===== src/rtl/iaws_pkg.sv =====
package iaws_pkg;

  // Default array shape.
  localparam int unsigned DefDepth     = 64;
  localparam int unsigned DefWordWidth = 64;

  // Fixed port widths of one item and one result.
  localparam int unsigned OpWidth       = 3;
  localparam int unsigned PositionWidth = 6;
  localparam int unsigned InWordWidth   = 64;
  localparam int unsigned StatusWidth   = 2;
  localparam int unsigned CountWidth    = 7;

  // Fan-in of one node of the read-back OR tree.
  localparam int unsigned TreeRadix = 8;

  typedef enum logic [OpWidth-1:0] {
    OP_APPEND    = 3'd0,
    OP_INSERT    = 3'd1,
    OP_READ      = 3'd2,
    OP_DELETE    = 3'd3,
    OP_OVERWRITE = 3'd4
  } op_e;

  typedef enum logic [StatusWidth-1:0] {
    ST_OK        = 2'd0,
    ST_FULL      = 2'd1,
    ST_BAD_INDEX = 2'd2
  } status_e;

  // Command broadcast to every cell of the row.
  typedef enum logic [2:0] {
    CMD_NONE,
    CMD_INSERT,
    CMD_DELETE,
    CMD_WRITE,
    CMD_READ
  } cmd_e;

  // Number of nodes on one level of the OR tree; level zero is the leaves.
  function automatic int tree_size(input int leaves, input int lvl);
    int n;
    n = leaves;
    for (int i = 0; i < lvl; i++) begin
      n = (n + TreeRadix - 1) / TreeRadix;
    end
    return n;
  endfunction

  // Number of registered levels until a single root remains.
  function automatic int tree_levels(input int leaves);
    int n;
    int l;
    n = leaves;
    l = 0;
    for (int i = 0; i < 16; i++) begin
      if (n > 1) begin
        n = (n + TreeRadix - 1) / TreeRadix;
        l++;
      end
    end
    if (l == 0) begin
      l = 1;
    end
    return l;
  endfunction

  // Offset of a level's first node in the flat node array (levels from one).
  function automatic int tree_base(input int leaves, input int lvl);
    int b;
    b = 0;
    for (int j = 1; j < lvl; j++) begin
      b += tree_size(leaves, j);
    end
    return b;
  endfunction

endpackage


===== src/rtl/iaws_cell.sv =====
module iaws_cell #(
  parameter int unsigned WIDTH = iaws_pkg::DefWordWidth,
  parameter int unsigned POS_W = iaws_pkg::PositionWidth,
  parameter int unsigned INDEX = 0
) (
  input  logic                 clk_i,
  input  iaws_pkg::cmd_e       cmd_i,
  input  logic [POS_W-1:0]     pos_i,
  input  logic [WIDTH-1:0]     word_i,
  input  logic [WIDTH-1:0]     left_i,
  input  logic [WIDTH-1:0]     right_i,
  output logic [WIDTH-1:0]     word_o,
  output logic [WIDTH-1:0]     read_o
);
  import iaws_pkg::*;

  localparam logic [POS_W-1:0] Idx = POS_W'(INDEX);

  logic [WIDTH-1:0] word_q, word_d;

  // Each cell decides on its own whether to keep, load or take a neighbor.
  always_comb begin
    word_d = word_q;
    case (cmd_i)
      CMD_INSERT: begin
        if (Idx > pos_i) begin
          word_d = left_i;
        end else if (Idx == pos_i) begin
          word_d = word_i;
        end
      end
      CMD_DELETE: begin
        if (Idx >= pos_i) begin
          word_d = right_i;
        end
      end
      CMD_WRITE: begin
        if (Idx == pos_i) begin
          word_d = word_i;
        end
      end
      default: begin
      end
    endcase
  end

  always_ff @(posedge clk_i) begin
    word_q <= word_d;
  end

  assign word_o = word_q;
  assign read_o = (cmd_i == CMD_READ && Idx == pos_i) ? word_q : '0;

endmodule


===== config.mk =====
export PLATFORM = sky130hd
export DESIGN_NAME = iaws_cell
export DESIGN_NICKNAME = d
export VERILOG_FILES = /design/src/rtl/iaws_pkg.sv /design/src/rtl/iaws_cell.sv
export SDC_FILE = /design/constraint.sdc
export NUM_CORES = 1
export LEC_CHECK = 0
export ABC_AREA = 1
export BUFFER_PORTS_ARGS = -buffer_cell sky130_fd_sc_hd__buf_2
export CORE_AREA = 2 2 127 129
export CTS_CLUSTER_DIAMETER = 100
export CTS_CLUSTER_SIZE = 25
export DETAILED_ROUTE_END_ITERATION = 12
export DIE_AREA = 0 0 129 131
export HOLD_SLACK_MARGIN = 0.1
export PLACE_DENSITY = 0.7
export SYNTH_ARGS = -nofsm -noshare
export SYNTH_HDL_FRONTEND = slang
export SYNTH_SLANG_ARGS = --single-unit
export TNS_END_PERCENT = 50

===== constraint.sdc =====
create_clock -name clk_i -period 5.4 [get_ports clk_i]
set_clock_uncertainty 0.15 [all_clocks]
set_input_delay 0.54 -clock clk_i [delete_from_list [all_inputs] [get_ports clk_i]]
set_output_delay 0.54 -clock clk_i [all_outputs]
set_load 0.02 [all_outputs]

; Word-level counts from Yosys, hierarchy flattened
; Cells that the tools add are included.
[op_classes]
order_cmp = 2
n_eq_ne = 5
n_mux = 5
reduce_logical = 4
[op_table]
columns = cell, n
row1 = $mux 64, 4
row2 = $pmux 64 s3, 1
row3 = $eq 3x2->1 const B, 2
row4 = $ge 1x6->1 const A, 1
row5 = $gt 1x6->1 const A, 1
row6 = $logic_not 6->1, 1
row7 = $eq 3x1->1 const B, 1
row8 = $eq 3x3->1 const B, 1
row9 = $reduce_bool 3->1, 1
row10 = $ne 2x2->1 const B, 1
row11 = $reduce_and 2->1, 1
row12 = $logic_and 1x1->1, 1
[word_totals]
regBits = 64
inputBits = 202
out_inout_bits = 128
elab_cells = 17

; Depth between registers and ports, before layout
[depth]
depth_word = 4
depth_mapped = 7
depth_no_buf = 5

; Worst setup path after synthesis
; OpenSTA, ideal clock, no wires.
[synth_timing]
path_type = input port to flip-flop
from = input port pos_i[2]
to = register word_q[0] (netlist: word_o[0]) (enable)
setup_time_ns = 0.507
arrival_time_ns = 4.202
required_ns = 4.743
path_slack_ns = 0.541
cell_stages = 5
n_path_buf = 2
path_cell_list = nor2_1 > nand3_1 > buf_2 > buf_2 > a21oi_1
[synth_via]
elab_chain_len = 3
[synth_lines]
columns = item, line_no
row1 = from (decl), iaws_cell.sv:8  ; input logic [POS_W-1:0] pos_i,
row2 = $ge 1x6->1, iaws_cell.sv:33  ; if (Idx >= pos_i) begin
row3 = $ne 2x2->1 (no source line), n/a
row4 = $reduce_and 2->1 (no source line), n/a
row5 = to (signal assigned), iaws_cell.sv:48  ; word_q <= word_d;
row6 = to (decl), iaws_cell.sv:19  ; logic [WIDTH-1:0] word_q, word_d;
; No other way between the ends.
; A chain may end at the register's enable or synchronous reset.

; Worst setup path after layout
[layout_timing]
from = input port pos_i[5]
to = output port read_o[56]
[layout_via]
elab_chain_len = 3
[layout_lines]
columns = item, line_no
row1 = $logic_not 6->1, iaws_cell.sv:52  ; assign read_o = (cmd_i == CMD_READ && Idx == pos_i) ? word_q : '0;
row2 = $logic_and 1x1->1, iaws_cell.sv:52
row3 = $mux 64, iaws_cell.sv:52
row4 = to (decl), iaws_cell.sv:13  ; output logic [WIDTH-1:0] read_o
; No other way between the ends.

==> flow_summary_export.csv <==
group,metric,value,unit
clocking,cts_sinks,64,
timing,finalWorstSetupSlack,1.90,ns
timing,setup_tns,0,ns
placement,pre_cts_ws,1.88,ns
clocking,cts_tree,"yes",
floorplan,pin_count,330,
clocking,cts_root_buffer,"clkbuf_16",
clocking,post_cts_buffers,0,
timing,fmax,286,MHz
routing,vias,5199,
pwr,irDropWorstVdd,126,uV
clocking,numCtsBuffers,9,
final_layout,drive_gt1_share,34.4,%
grt,overflow,0,
logic_synthesis,ys_ff_latch,64,
timing,relSlewSlack,19.8,%
logic_synthesis,ys_warn_count,0,
logic_synthesis,synth_area,4520,um2
logic_synthesis,yosysSeqAreaShare,42.5,%
setup_path,end_kind,"primary output",
clocking,ctsResizeCount,0,
setup_path,cp_slowest_stage_delay,0.61,ns
placement,place.port_buffers,265,
setup_path,path_buf_inv,4,
placement,hpwl,10700,um
setup_path,path_cells,"buf_2 -> nor2_4 -> buf_4 -> nand3_4 -> buf_4 -> nor3_1 -> buf_2",
hold_path,hold_class,"input pin to register",
setup_path,cpMaxStageDelayCell,"buf_4",
setup_path,cp.arrival,2.81,ns
setup_path,startpoint_type,"input pin",
logic_synthesis,ys_types,13,
floorplan,design.core.area,15600,um2
clocking,hold_buffers,0,
pwr,p_leak,3.44,nW
final_layout,insertedDiodeCount,0,
routing,dr_wl_met2,7910,um
routing,top_layer,"met4",
grt,antenna_found_initial,1,
setup_path,worstSetupPathType,"input pin to primary output",
timing,tightest_slew,1.20,ns
routing,vias_per_cell,4.76,
run_status,outcome,"finished clean",
flow_run,max_cap_violations,0,
logic_synthesis,syn-num-nets,844,
clocking,cts_max_level,3,
placement,dp_cells,1078,
floorplan,rows,46,
floorplan,die_y,131,um
final_layout,largest_reg_flops,64,
placement,place.gp.congestion,0.833,
final_layout,syn2layout_area_growth,37.6,%
timing,setup_viol,0,
clocking,clk_pin_slew_worst_paths,0.06,ns
logic_synthesis,avgSynthCellArea,7.05,um2
routing,drt-total-wl,16400,um
placement,placed_area,5980,um2
routing,ant_nets,0,
routing,wl_met3,1170,um
grt,grtUsageTotal,18.7,%
routing,wl_per_cell,15.0,um
grt,grt_pass1_vias,4871,
floorplan,die-area,16900,um2
timing,maxSlewViolCount,0,
timing,rsz0062_at_grt,"false",
final_layout,design_area,6230,um2
routing,drtPass1Iterations,7,
grt,grt_max_degree,71,
timing,post-route-period-util,64.8,%
clocking,clock_path_buffers,2,
routing,drcViolationCount,0,
timing,hold_viol_final,0,
routing,drt_iter0_markers,304,
timing,holdWs,0.328,ns
setup_path,crit_required,4.71,ns
timing,finalCriticalPeriod,3.50,ns
grt,grt_pass1_wl,24900,um
logic_synthesis,synth_cells,642,
pwr,powerDensity,214,nW/um2
routing,wl_met1,6980,um
final_layout,final_cells,1092,
clocking,insertion_delay,0.33,ns
setup_path,cp_max_fo,70,
floorplan,die_x,129,um
setup_path,crit_family,"buffers and inverters",
floorplan,start_util,29.0,%
final_layout,nNetsFinal,1075,
path summary, 6_finish.rpt:
kind	from	to	slack (ns)	cells after the start
max reg2reg	word_o[29]$_DFFE_PP_	word_o[29]$_DFFE_PP_	4.24	4
min	right_i[13]	word_o[13]$_DFFE_PP_	0.33	3
max	pos_i[5]	read_o[56]	1.90	7
min reg2reg	word_o[22]$_DFFE_PP_	word_o[22]$_DFFE_PP_	0.52	4
worst register-to-register path, delay by kind of cell, from the launching register on:
kind / cells / cell delay [ns]
flops: 1 / 0.41
simple gates: 3 / 0.24
buf+inv: 1 / 0.10
per-layer routing:
metal  vias up  track usage (%)
met4         0             7.54
met2       225             31.7
li1       2538                -
met5         -                0
met1      2410             23.2
met3        26             4.23
area by class of cell:
type	count	area (um2)
inverter	131	492
fill	1682	9370
tap	216	270
timing repair buffer	274	1390
multi-input combinational	393	1900
clock buffer	11	233
sequential	64	1920
clock inverter	3	11.3
cells in the mapped netlist:
cell type | n | area share [%]
edfxtp_1 | 64 | 42
o21ai_0 | 1 | 0.11
inv_2 | 1 | 0.083
a21oi_1 | 1 | 0.11
buf_2 | 45 | 5.0
nor3_1 | 54 | 6.0
nor3_2 | 10 | 2.2
nand2_1 | 193 | 16
nand3_1 | 66 | 7.3
nor2_1 | 4 | 0.33
clkbuf_1 | 9 | 0.75
inv_1 | 130 | 11
nand4_1 | 64 | 8.9
layout by cell type (no fill, tap or decap):
| cell type | instances |
|---|---|
| nand3_2 | 1 |
| nor3_1 | 54 |
| o21ai_0 | 1 |
| inv_2 | 1 |
| inv_1 | 130 |
| clkinv_1 | 3 |
| buf_4 | 9 |
| a21oi_4 | 1 |
| nand2_2 | 1 |
| nand4_1 | 64 |
| nand3_4 | 1 |
| nor2_4 | 3 |
| nor2_1 | 1 |
| edfxtp_1 | 64 |
| buf_2 | 265 |
| nor3_2 | 10 |
| nand2_1 | 192 |
| clkbuf_1 | 2 |
| nand3_1 | 64 |
| clkbuf_16 | 9 |
logic make-up (layout without fill, tap and decap cells):
kind of cell    after synthesis  after routing  share of synthesized area, %
flops                        64             64                          42.5
buf+inv                     185            419                          16.6
simple gates                391            391                          40.7
compound gates                2              2                         0.221
per-stage QoR:
step	util, %	power (mW)
CTS	39.9	1.35
finish	39.9	1.34
global placement	38.4	0.830
floorplan	-	0.732
global route	39.9	1.40
detailed placement	38.4	0.834
power breakdown:
part | total, mW | internal (mW) | leakage, nW | switching (mW)
clock | 0.511 | 0.301 | 0.118 | 0.210
combinational | 0.236 | 0.0823 | 2.72 | 0.154
sequential | 0.588 | 0.577 | 0.596 | 0.0103
No activity file was read; power rests on OpenSTA's default activity.
